`src/sv/lmfr_pkg.sv`:
```
// Shared types and codes for the LED matrix frame receiver and scanner.
// No dependencies.
`timescale 1ns / 1ps

package lmfr_pkg;

  localparam logic [63:0] ResetPattern = 64'd6788975656567;
  localparam logic [3:0]  LastSegment  = 4'd10;
  localparam logic [6:0]  SegmentBits  = 7'd6;

  typedef enum logic {
    CMD_BYTE = 1'b0,
    CMD_TICK = 1'b1
  } cmd_e;

  typedef enum logic [1:0] {
    MK_CONT   = 2'd0,
    MK_BEGIN  = 2'd1,
    MK_END    = 2'd2,
    MK_IGNORE = 2'd3
  } marker_e;

  typedef enum logic [1:0] {
    KIND_ECHO    = 2'd0,
    KIND_PATTERN = 2'd1,
    KIND_ROW     = 2'd2
  } kind_e;

  typedef struct packed {
    logic       cmd;
    logic [7:0] rx_byte;
  } in_t;

  typedef struct packed {
    logic [1:0] kind;
    logic [7:0] tx_byte;
    logic [7:0] anode_drive;
    logic [7:0] cathode_drive;
    logic       row_loaded;
    logic       last;
  } out_t;

  // held row drive, passed from the state block to the output sequencer
  typedef struct packed {
    logic [7:0] anode;
    logic [7:0] cathode;
  } drive_t;

endpackage

```
`src/sv/lmfr_core.sv`:
```
// Frame assembly and row scan state; forms the first result of each word.
// Depends on lmfr_pkg.
`timescale 1ns / 1ps

module lmfr_core import lmfr_pkg::*; (
  input  logic        clk_i,
  input  logic        rst_ni,
  input  logic        accept_i,
  input  in_t         in_i,
  output out_t        first_o,
  output logic [63:0] shown_o,
  output drive_t      drive_o
);

  logic [63:0] shown_q, shown_d;
  logic [63:0] asm_q, asm_d;
  logic [3:0]  seg_q, seg_d;
  logic [2:0]  row_q, row_d;
  drive_t      drive_q, drive_d;

  logic [1:0]  marker;
  logic [5:0]  payload;
  logic [6:0]  shamt;
  logic [63:0] placed;
  logic [7:0]  row_bits;
  logic        loaded;

  assign marker  = in_i.rx_byte[7:6];
  assign payload = in_i.rx_byte[5:0];
  assign shamt   = 7'(seg_q) * SegmentBits;
  // payloads past segment ten would land beyond the word
  assign placed  = (seg_q <= LastSegment) ? (64'(payload) << shamt) : 64'd0;

  assign row_bits = shown_q[{row_q, 3'b000} +: 8];
  assign loaded   = (row_bits != 8'd0);

  always_comb begin
    shown_d = shown_q;
    asm_d   = asm_q;
    seg_d   = seg_q;
    row_d   = row_q;
    drive_d = drive_q;
    first_o = '0;
    if (in_i.cmd == CMD_TICK) begin
      if (loaded) begin
        drive_d.anode   = row_bits;
        drive_d.cathode = ~(8'd1 << row_q);
      end
      row_d                 = row_q + 3'd1;
      first_o.kind          = KIND_ROW;
      first_o.tx_byte       = 8'd0;
      first_o.anode_drive   = drive_d.anode;
      first_o.cathode_drive = drive_d.cathode;
      first_o.row_loaded    = loaded;
      first_o.last          = 1'b1;
    end else begin
      case (marker)
        MK_BEGIN: asm_d = 64'(payload);
        MK_CONT:  asm_d = asm_q | placed;
        MK_END: begin
          asm_d   = asm_q | placed;
          shown_d = asm_q | placed;
        end
        default: ;
      endcase
      // begin sets the count to one, past its own segment zero; every other byte advances it
      seg_d = (marker == MK_BEGIN) ? 4'd1 : seg_q + 4'd1;
      first_o.kind          = KIND_ECHO;
      first_o.tx_byte       = in_i.rx_byte;
      first_o.anode_drive   = drive_q.anode;
      first_o.cathode_drive = drive_q.cathode;
      first_o.row_loaded    = 1'b0;
      first_o.last          = (marker != MK_END);
    end
  end

  always_ff @(posedge clk_i or negedge rst_ni) begin
    if (!rst_ni) begin
      shown_q         <= ResetPattern;
      asm_q           <= 64'd0;
      seg_q           <= 4'd0;
      row_q           <= 3'd0;
      drive_q.anode   <= 8'd0;
      drive_q.cathode <= 8'hFF;
    end else if (accept_i) begin
      shown_q <= shown_d;
      asm_q   <= asm_d;
      seg_q   <= seg_d;
      row_q   <= row_d;
      drive_q <= drive_d;
    end
  end

  assign shown_o = shown_q;
  assign drive_o = drive_q;

endmodule

```
`src/sv/lmfr_tx.sv`:
```
// Result register and sequencer: holds the current result word and walks
// the eight pattern bytes after an end byte. Depends on lmfr_pkg.
`timescale 1ns / 1ps

module lmfr_tx import lmfr_pkg::*; (
  input  logic        clk_i,
  input  logic        rst_ni,
  input  logic        load_i,
  input  out_t        first_i,
  input  logic [63:0] shown_i,
  input  drive_t      drive_i,
  input  logic        out_stall_i,
  output logic        out_valid_o,
  output out_t        out_data_o,
  output logic        free_o
);

  logic       valid_q;
  out_t       res_q, res_d;
  logic [2:0] cnt_q;
  logic       take;

  assign take   = valid_q && !out_stall_i;
  // a new word may enter as the final result of the previous one leaves
  assign free_o = !valid_q || (take && res_q.last);

  always_comb begin
    res_d               = '0;
    res_d.kind          = KIND_PATTERN;
    res_d.tx_byte       = shown_i[{cnt_q, 3'b000} +: 8];
    res_d.anode_drive   = drive_i.anode;
    res_d.cathode_drive = drive_i.cathode;
    res_d.row_loaded    = 1'b0;
    res_d.last          = (cnt_q == 3'd7);
  end

  always_ff @(posedge clk_i or negedge rst_ni) begin
    if (!rst_ni) begin
      valid_q <= 1'b0;
      cnt_q   <= 3'd0;
    end else if (load_i) begin
      valid_q <= 1'b1;
      cnt_q   <= 3'd0;
    end else if (take) begin
      if (res_q.last) begin
        valid_q <= 1'b0;
      end else begin
        cnt_q <= cnt_q + 3'd1;
      end
    end
  end

  always_ff @(posedge clk_i) begin
    if (load_i) begin
      res_q <= first_i;
    end else if (take && !res_q.last) begin
      res_q <= res_d;
    end
  end

  assign out_valid_o = valid_q;
  assign out_data_o  = res_q;

endmodule

```
`src/sv/led_matrix_frame_receiver_scanner.sv`:
```
// Top level of the LED matrix frame receiver and row scanner.
// Depends on lmfr_pkg, lmfr_core and lmfr_tx.
//
//   port        dir  handshake                 word
//   in_data_i   in   in_valid_i / in_stall_o   cmd, rx_byte
//   out_data_o  out  out_valid_o / out_stall_i kind, tx_byte, drive, row_loaded, last
//
// A word updates the state as it is accepted; its first result is registered
// and shows the next cycle. Ticks and non-end bytes give one result, an end
// byte gives nine, one per cycle from the result register while out_stall_i is
// low. The next word is taken in the cycle the last result of the previous one
// leaves, so a word every cycle while each gives one result and nothing stalls.
// Reset is asynchronous and sets all state but the result word; no clearing pass.
`timescale 1ns / 1ps

module led_matrix_frame_receiver_scanner import lmfr_pkg::*; (
  input  logic clk_i,
  input  logic rst_ni,
  input  logic in_valid_i,
  output logic in_stall_o,
  input  in_t  in_data_i,
  output logic out_valid_o,
  input  logic out_stall_i,
  output out_t out_data_o
);

  logic        accept;
  logic        free;
  out_t        first;
  logic [63:0] shown;
  drive_t      drive;

  assign in_stall_o = !free;
  assign accept     = in_valid_i && free;

  lmfr_core u_core (
    .clk_i    (clk_i),
    .rst_ni   (rst_ni),
    .accept_i (accept),
    .in_i     (in_data_i),
    .first_o  (first),
    .shown_o  (shown),
    .drive_o  (drive)
  );

  lmfr_tx u_tx (
    .clk_i       (clk_i),
    .rst_ni      (rst_ni),
    .load_i      (accept),
    .first_i     (first),
    .shown_i     (shown),
    .drive_i     (drive),
    .out_stall_i (out_stall_i),
    .out_valid_o (out_valid_o),
    .out_data_o  (out_data_o),
    .free_o      (free)
  );

  a_end_echo: assert property (@(posedge clk_i) disable iff (!rst_ni)
    (in_valid_i && !in_stall_o && in_data_i.cmd == CMD_BYTE
     && in_data_i.rx_byte[7:6] == MK_END)
    |=> (out_valid_o && out_data_o.kind == KIND_ECHO && !out_data_o.last))
    else $error("end byte echo not followed by pattern bytes");

  a_pattern_run: assert property (@(posedge clk_i) disable iff (!rst_ni)
    (out_valid_o && !out_stall_i && !out_data_o.last)
    |=> (out_valid_o && out_data_o.kind == KIND_PATTERN))
    else $error("pattern run broken");

  a_one_cold: assert property (@(posedge clk_i) disable iff (!rst_ni)
    (out_valid_o && out_data_o.kind == KIND_ROW && out_data_o.row_loaded)
    |-> ($countones(~out_data_o.cathode_drive) == 1))
    else $error("loaded row cathode not one-cold");

  a_idle_ready: assert property (@(posedge clk_i) disable iff (!rst_ni)
    !out_valid_o |-> !in_stall_o)
    else $error("input stalled while no result pending");

endmodule

```
`config.mk`:
```
export PLATFORM = sky130hd
export DESIGN_NAME = led_matrix_frame_receiver_scanner
export DESIGN_NICKNAME = d
export VERILOG_FILES = /design/src/sv/lmfr_pkg.sv /design/src/sv/lmfr_core.sv /design/src/sv/lmfr_tx.sv /design/src/sv/led_matrix_frame_receiver_scanner.sv
export SDC_FILE = /design/constraint.sdc
export NUM_CORES = 1
export LEC_CHECK = 0
export BUFFER_PORTS_ARGS = -buffer_cell sky130_fd_sc_hd__buf_2
export CAP_MARGIN = 20
export CORE_MARGIN = 5
export CORE_UTILIZATION = 60
export DETAILED_ROUTE_END_ITERATION = 10
export PLACE_DENSITY = 0.89
export SYNTH_ARGS = -nofsm -noshare
export SYNTH_HDL_FRONTEND = slang
export SYNTH_SLANG_ARGS = --single-unit
```
`constraint.sdc`:
```
create_clock -name clk_i -period 7.4 [get_ports clk_i]
set_input_delay 0.37 -clock clk_i [delete_from_list [all_inputs] [get_ports clk_i]]
set_output_delay 0.37 -clock clk_i [all_outputs]
set_load 0.02 [all_outputs]
```
**Yosys cells after proc, flatten, opt, wreduce, memory -nomap -nowiden**

Cells that the tools add are included.

- $add $sub $neg: 3
- Multipliers: 1
- Div/mod/pow operators: 0
- Order comparisons: 1
- Equality and inequality tests: 5
- Shift-type cells: 4
- Muxes and demuxes: 13
- Bitwise operators: 3
- Reduce and logical (&&, ||, !) cells: 22

Operator list:

| kind | number |
|---|---|
| 64-bit case mux with 2 select lines | 1 |
| 64-bit by 7-bit variable part select with 8-bit output | 2 |
| 28-bit 2-to-1 mux | 3 |
| 64-bit 2-to-1 mux | 1 |
| 64-bit OR | 1 |
| 6-bit by 7-bit left shift with 64-bit output | 1 |
| 16-bit 2-to-1 mux | 1 |
| 3-bit 2-to-1 mux | 3 |
| 8-bit NOT | 1 |
| 2-bit AND reduction | 4 |
| 2-bit nonzero test | 4 |
| 8-bit nonzero test | 1 |
| 1-bit by 3-bit left shift with 8-bit output, first input constant | 1 |
| 3-bit by 1-bit adder with 3-bit output, second input constant | 2 |
| 4-bit by 2-bit multiplier with 6-bit output, second input constant | 1 |
| 3-bit AND reduction | 2 |
| 4-bit by 1-bit adder with 4-bit output, second input constant | 1 |
| 4-bit less-or-equal comparator, second input constant | 1 |
| 1-bit logical AND | 4 |
| 1-bit zero test | 4 |
| 4-bit 2-to-1 mux | 1 |
| 2-bit inequality test, second input constant | 2 |
| 3-bit equality test, second input constant | 1 |
| 1-bit 2-to-1 mux | 3 |
| other kinds (6) | 6 |

- Register bits: 183
- Latch bits: 0
- Bits in writable memories: 0
- ROM bits: 0
- Bits of input ports: 13
- Output and inout bits: 30
- Memories kept: 0

**Logic depth before layout (Yosys ltp)**

- Word-level depth: 7
- Gate-level depth with buffers: 10

**Hierarchy**

A second synthesis with hierarchy kept.

- Cells, all modules: 859
- Area, all modules: 9382.7 um^2

By module, submodules not included:

| module | times used | cells each | area an instance (um^2) |
|---|---|---|---|
| lmfr_core | 1 | 713 | 7433.4 |
| lmfr_tx | 1 | 144 | 1939.4 |
| led_matrix_frame_receiver_scanner | 1 | 2 | 10.0 |

**Least setup slack after synthesis**

OpenSTA, ideal clock, no wires.

- Path kind: reg-to-reg
- Start: register u_core.seg_q[0]
- End: register u_core.shown_q[34], in the netlist u_core.shown_o[34]
- Arrival: 2.718 ns
- Required time: 7.317 ns
- Slack: 4.599 ns
- Stages on the path, launching flop included: 10
- Period minus slack after synthesis: 2.801 ns
- Cell sequence: dfrtp_1 -> ha_1 -> inv_1 -> fa_1 -> xnor2_1 -> nand2_1 -> a211oi_1 -> clkbuf_1 -> nand3_1 -> a41oi_1

- Cells in the longest elaborated chain, start to end: 4
- Elaborated cells between the ends (all ways): 5
- Classes of those cells: 1 x mul; 1 x order compare; 1 x shift; 1 x mux; 1 x bitwise

Ends and longest elaborated chain:

| item | line | text |
|---|---|---|
| start, declared | lmfr_core.sv:17 | `logic [3:0] seg_q, seg_d;` |
| start signal, assigned | lmfr_core.sv:88 | `seg_q <= seg_d;` |
| 4-bit by 2-bit multiplier with 6-bit output | lmfr_core.sv:30 | `assign shamt = 7'(seg_q) * SegmentBits;` |
| 6-bit by 7-bit left shift with 64-bit output | lmfr_core.sv:32 | `assign placed = (seg_q <= LastSegment) ? (64'(payload) << shamt) : 64'd0;` |
| 64-bit 2-to-1 mux (*) | lmfr_core.sv:32 |  |
| 64-bit OR (*) | lmfr_core.sv:62 | `shown_d = asm_q \| placed;` |
| end signal, assigned | lmfr_core.sv:79 | `shown_q <= ResetPattern;` |
| end signal, assigned | lmfr_core.sv:86 | `shown_q <= shown_d;` |
| end, declared | lmfr_core.sv:15 | `logic [63:0] shown_q, shown_d;` |

Every way passes the cells marked *; elsewhere a longest branch is shown, timed or not.
A chain may end at the register's enable or synchronous reset.

**Worst setup path in the final report**

- Start: register u_core.seg_q[0]
- End: register u_core.shown_q[49], in the netlist u_core.shown_o[49]

Same word-level chain as after synthesis.

==> results.ini <==
[worst_setup_path]
required_ns = 7.65
r2r_cells = 8
start_kind = flip-flop
startpoint = u_core.seg_q[0]$_DFFE_PN0N_
cp-end-kind = flip-flop
arrival_ns = 3.86
reg2reg_from = u_core.seg_q[0]$_DFFE_PN0N_
critPathKind = reg -> reg
crit_path_max_fanout = 16

[power_and_ir_drop]
seqPwrFrac = 0.384
netSwitchingFraction = 0.401
p_total_mw = 4.29
p_int_mw = 2.57
p_per_area_nw_per_um2 = 422
power.leakage_nw = 4.19
pwr-share-clk = 0.216
power_switching_mw = 1.72
power_frac_comb = 0.399
max-vdd-ir-drop_mv = 0.222

[clocking]
worstSkewPairLatency_ns = 0.43
cts_sinks = 183
numCtsBuffers = 17
cts.clk_slew.worst_paths_ns = 0.06
cts_max_path_buffers = 2
ctsHoldBuffers = 0
clockRootBuffer = clkbuf_16
post_cts.repair.setup_buffers = 0
post_cts_resized = 0
cts_tree = done
htree_num_levels = 4

[die]
core_um2 = 15100
io_pins = 43
die_h_um = 134
die_x_um = 134
initial_core_util = 0.611
num_rows = 45
dieArea_um2 = 18000

[layout]
nets = 896
mostFrequentLayoutCells = nand2_1, o21ai_0, dfrtp_1
final_common_cell = nand2_1
final_core_util = 0.671
drive_gt1_frac = 0.201
area_growth_pct = 9.85
n_antenna_cell = 0

[synthesis]
ys_seq_area_frac = 0.515
synth_edf_count = 28
ys.flop_type = dfrtp_1
post_synth.cell_area_avg_um2 = 10.8
synthesis.nets = 885
synth-seq-cells = 183
synth_top_area_share = 0.322
netlist_instances = 857
synth-warning-count = 0
synth_area_um2 = 9250
ys_async_sr_fraction = 0.847
synth.distinct_cells = 51
synth_top_area_cell = dfrtp_1
synthTopCellsByArea = dfrtp_1, dfstp_2, edfxtp_1

[detailed_routing]
routed_via_density = 6.76
drc = 0
dr.pass1.iters = 5
vias = 7222
first_iter_violations = 1113
drtAntennaViolNets = 0
drt_wl_total_um = 23100
post_drt_wl_per_cell_um = 21.7

[sta]
hold_viol = 0
drv_slew = 0
fmax_mhz = 277
max_slew.worst_pin.slew_ns = 0.981
min_period_over_period = 0.488
post-route-min-period_ns = 3.61
clock_skew_ns = 0.00632
slew_headroom = 0.346
rsz0062_at_grt = no
setup_tns_ns = 0
worst_slack_ns = 3.79
setup_violations = 0

[grt]
grt_use_total = 0.263
grt_max_degree = 117
grt_pass1_vias = 6929
antenna_found_initial = 0
gr-total-overflow = 0
grt_first_pass_wirelength_um = 37100

[worst_hold_path]
hold_class = in -> async

[job]
drv_cap = 0

[placed_design]
pre_cts_ws_ns = 3.82
io_buffer_count = 42
place_congestion = 0.875
dp_hpwl_um = 15000

[outcome]
outcome = finished clean

-- synthesized netlist by cell type, types with 2 or more instances --
library cell	instances
a21o_1	6
mux4_1	11
mux4_2	21
buf_12	2
nand3_1	15
mux2_2	19
a32oi_1	2
a221oi_1	2
a22o_1	21
o22ai_1	4
dfstp_2	36
a22oi_1	4
nor2b_1	6
mux2i_1	18
and2_1	11
clkbuf_1	57
edfxtp_1	28
a21oi_1	19
nand2b_1	5
ha_1	14
nand4_1	4
dfrtp_1	119
a31oi_1	45
buf_1	2
a41oi_1	19
and3_1	5
o31ai_1	2
inv_1	22
o21ai_0	129
nor2_1	27
a211oi_1	3
xnor2_1	3
or3_1	2
mux2_4	7
nand3b_1	7
buf_6	2
nor3b_1	2
nand2_1	143
-- metal layers --
metal,routed length (um),GRT usage,up-vias,part of all wire
li1,-,-,3176,-
met1,8610,0.348,3522,0.37
met2,11000,0.411,445,0.48
met3,2380,0.0664,79,0.10
met4,1090,0.127,0,0.047
met5,0,0,-,0
-- power by group through the flow --
stage	sequential [mW]	clock (mW)	combinational, mW
floorplan	1.54	0	1.25
CTS	1.64	0.930	1.67
global placement	1.62	0	1.58
detailed placement	1.65	0	1.64
global route	1.68	0.977	1.84
finish	1.65	0.929	1.71
-- state kept, by name, indices dropped and copies added (netlist names) --
signal            cells
u_core.asm_q         64
u_core.drive_o       16
u_core.row_q          3
u_core.seg_q          4
u_core.shown_o       64
u_tx.cnt_q            3
u_tx.out_data_o      28
u_tx.out_valid_o      1
-- kinds of logic (layout without fill, tap and decap cells) --
kind of cell | count (synthesis) | after routing | synth area share
AO/OA/AOI/OAI | 261 | 261 | 0.172
AND/OR/NAND/NOR | 231 | 231 | 0.111
flip-flops | 183 | 183 | 0.515
buffers and inverters | 87 | 110 | 0.0411
multiplexers | 76 | 76 | 0.136
adder cells (fa/ha/maj) | 15 | 15 | 0.0211
XOR/XNOR | 4 | 4 | 0.00379
-- path summary, 6_finish.rpt --
| path | to | slack, ns |
|---|---|---|
| worst min-delay path | u_core.seg_q[3]$_DFFE_PN0N_ | 0.02 |
| min in group clk_i | u_tx.out_valid_o$_DFFE_PN0P_ | 0.21 |
| worst max-delay path | u_core.shown_o[49]$_DFFE_PN0P_ | 3.79 |
| max in group asynchronous | u_core.shown_o[60]$_DFFE_PN0P_ | 6.07 |
| worst min register to register | u_core.asm_q[23]$_DFFE_PN0P_ | 0.49 |
| worst max register to register | u_core.shown_o[49]$_DFFE_PN0P_ | 3.79 |
-- final cells by class --
cell class	instances	area, um^2
fillers	1014	4980
well taps	188	235
clock inverters	7	119
flip-flops and latches	183	4760
multi-input cells	587	4150
repair buffers	56	322
clock buffers	24	482
inverters	23	91.3
-- worst max-delay path, stage by stage, from the launching register on --
cell and delay (ns):
dfrtp_1 0.63, ha_1 0.27, inv_1 0.08, fa_1 0.88, inv_1 0.36, and2_1 0.44, a22o_1 0.34, a31oi_1 0.26
o21ai_0 0.16
-- stage by stage --
step                      hold slack, ns  cells  cell area (um^2)
final                             0.0232   1068             10200
after global routing              0.0976   1068             10200
after CTS                         0.0561   1067             10200
after detailed placement           0.471   1036              9550
after global placement             0.462   1036              9550
after floorplan                   0.0744    857              9250
No activity file was read; power rests on OpenSTA's default activity.
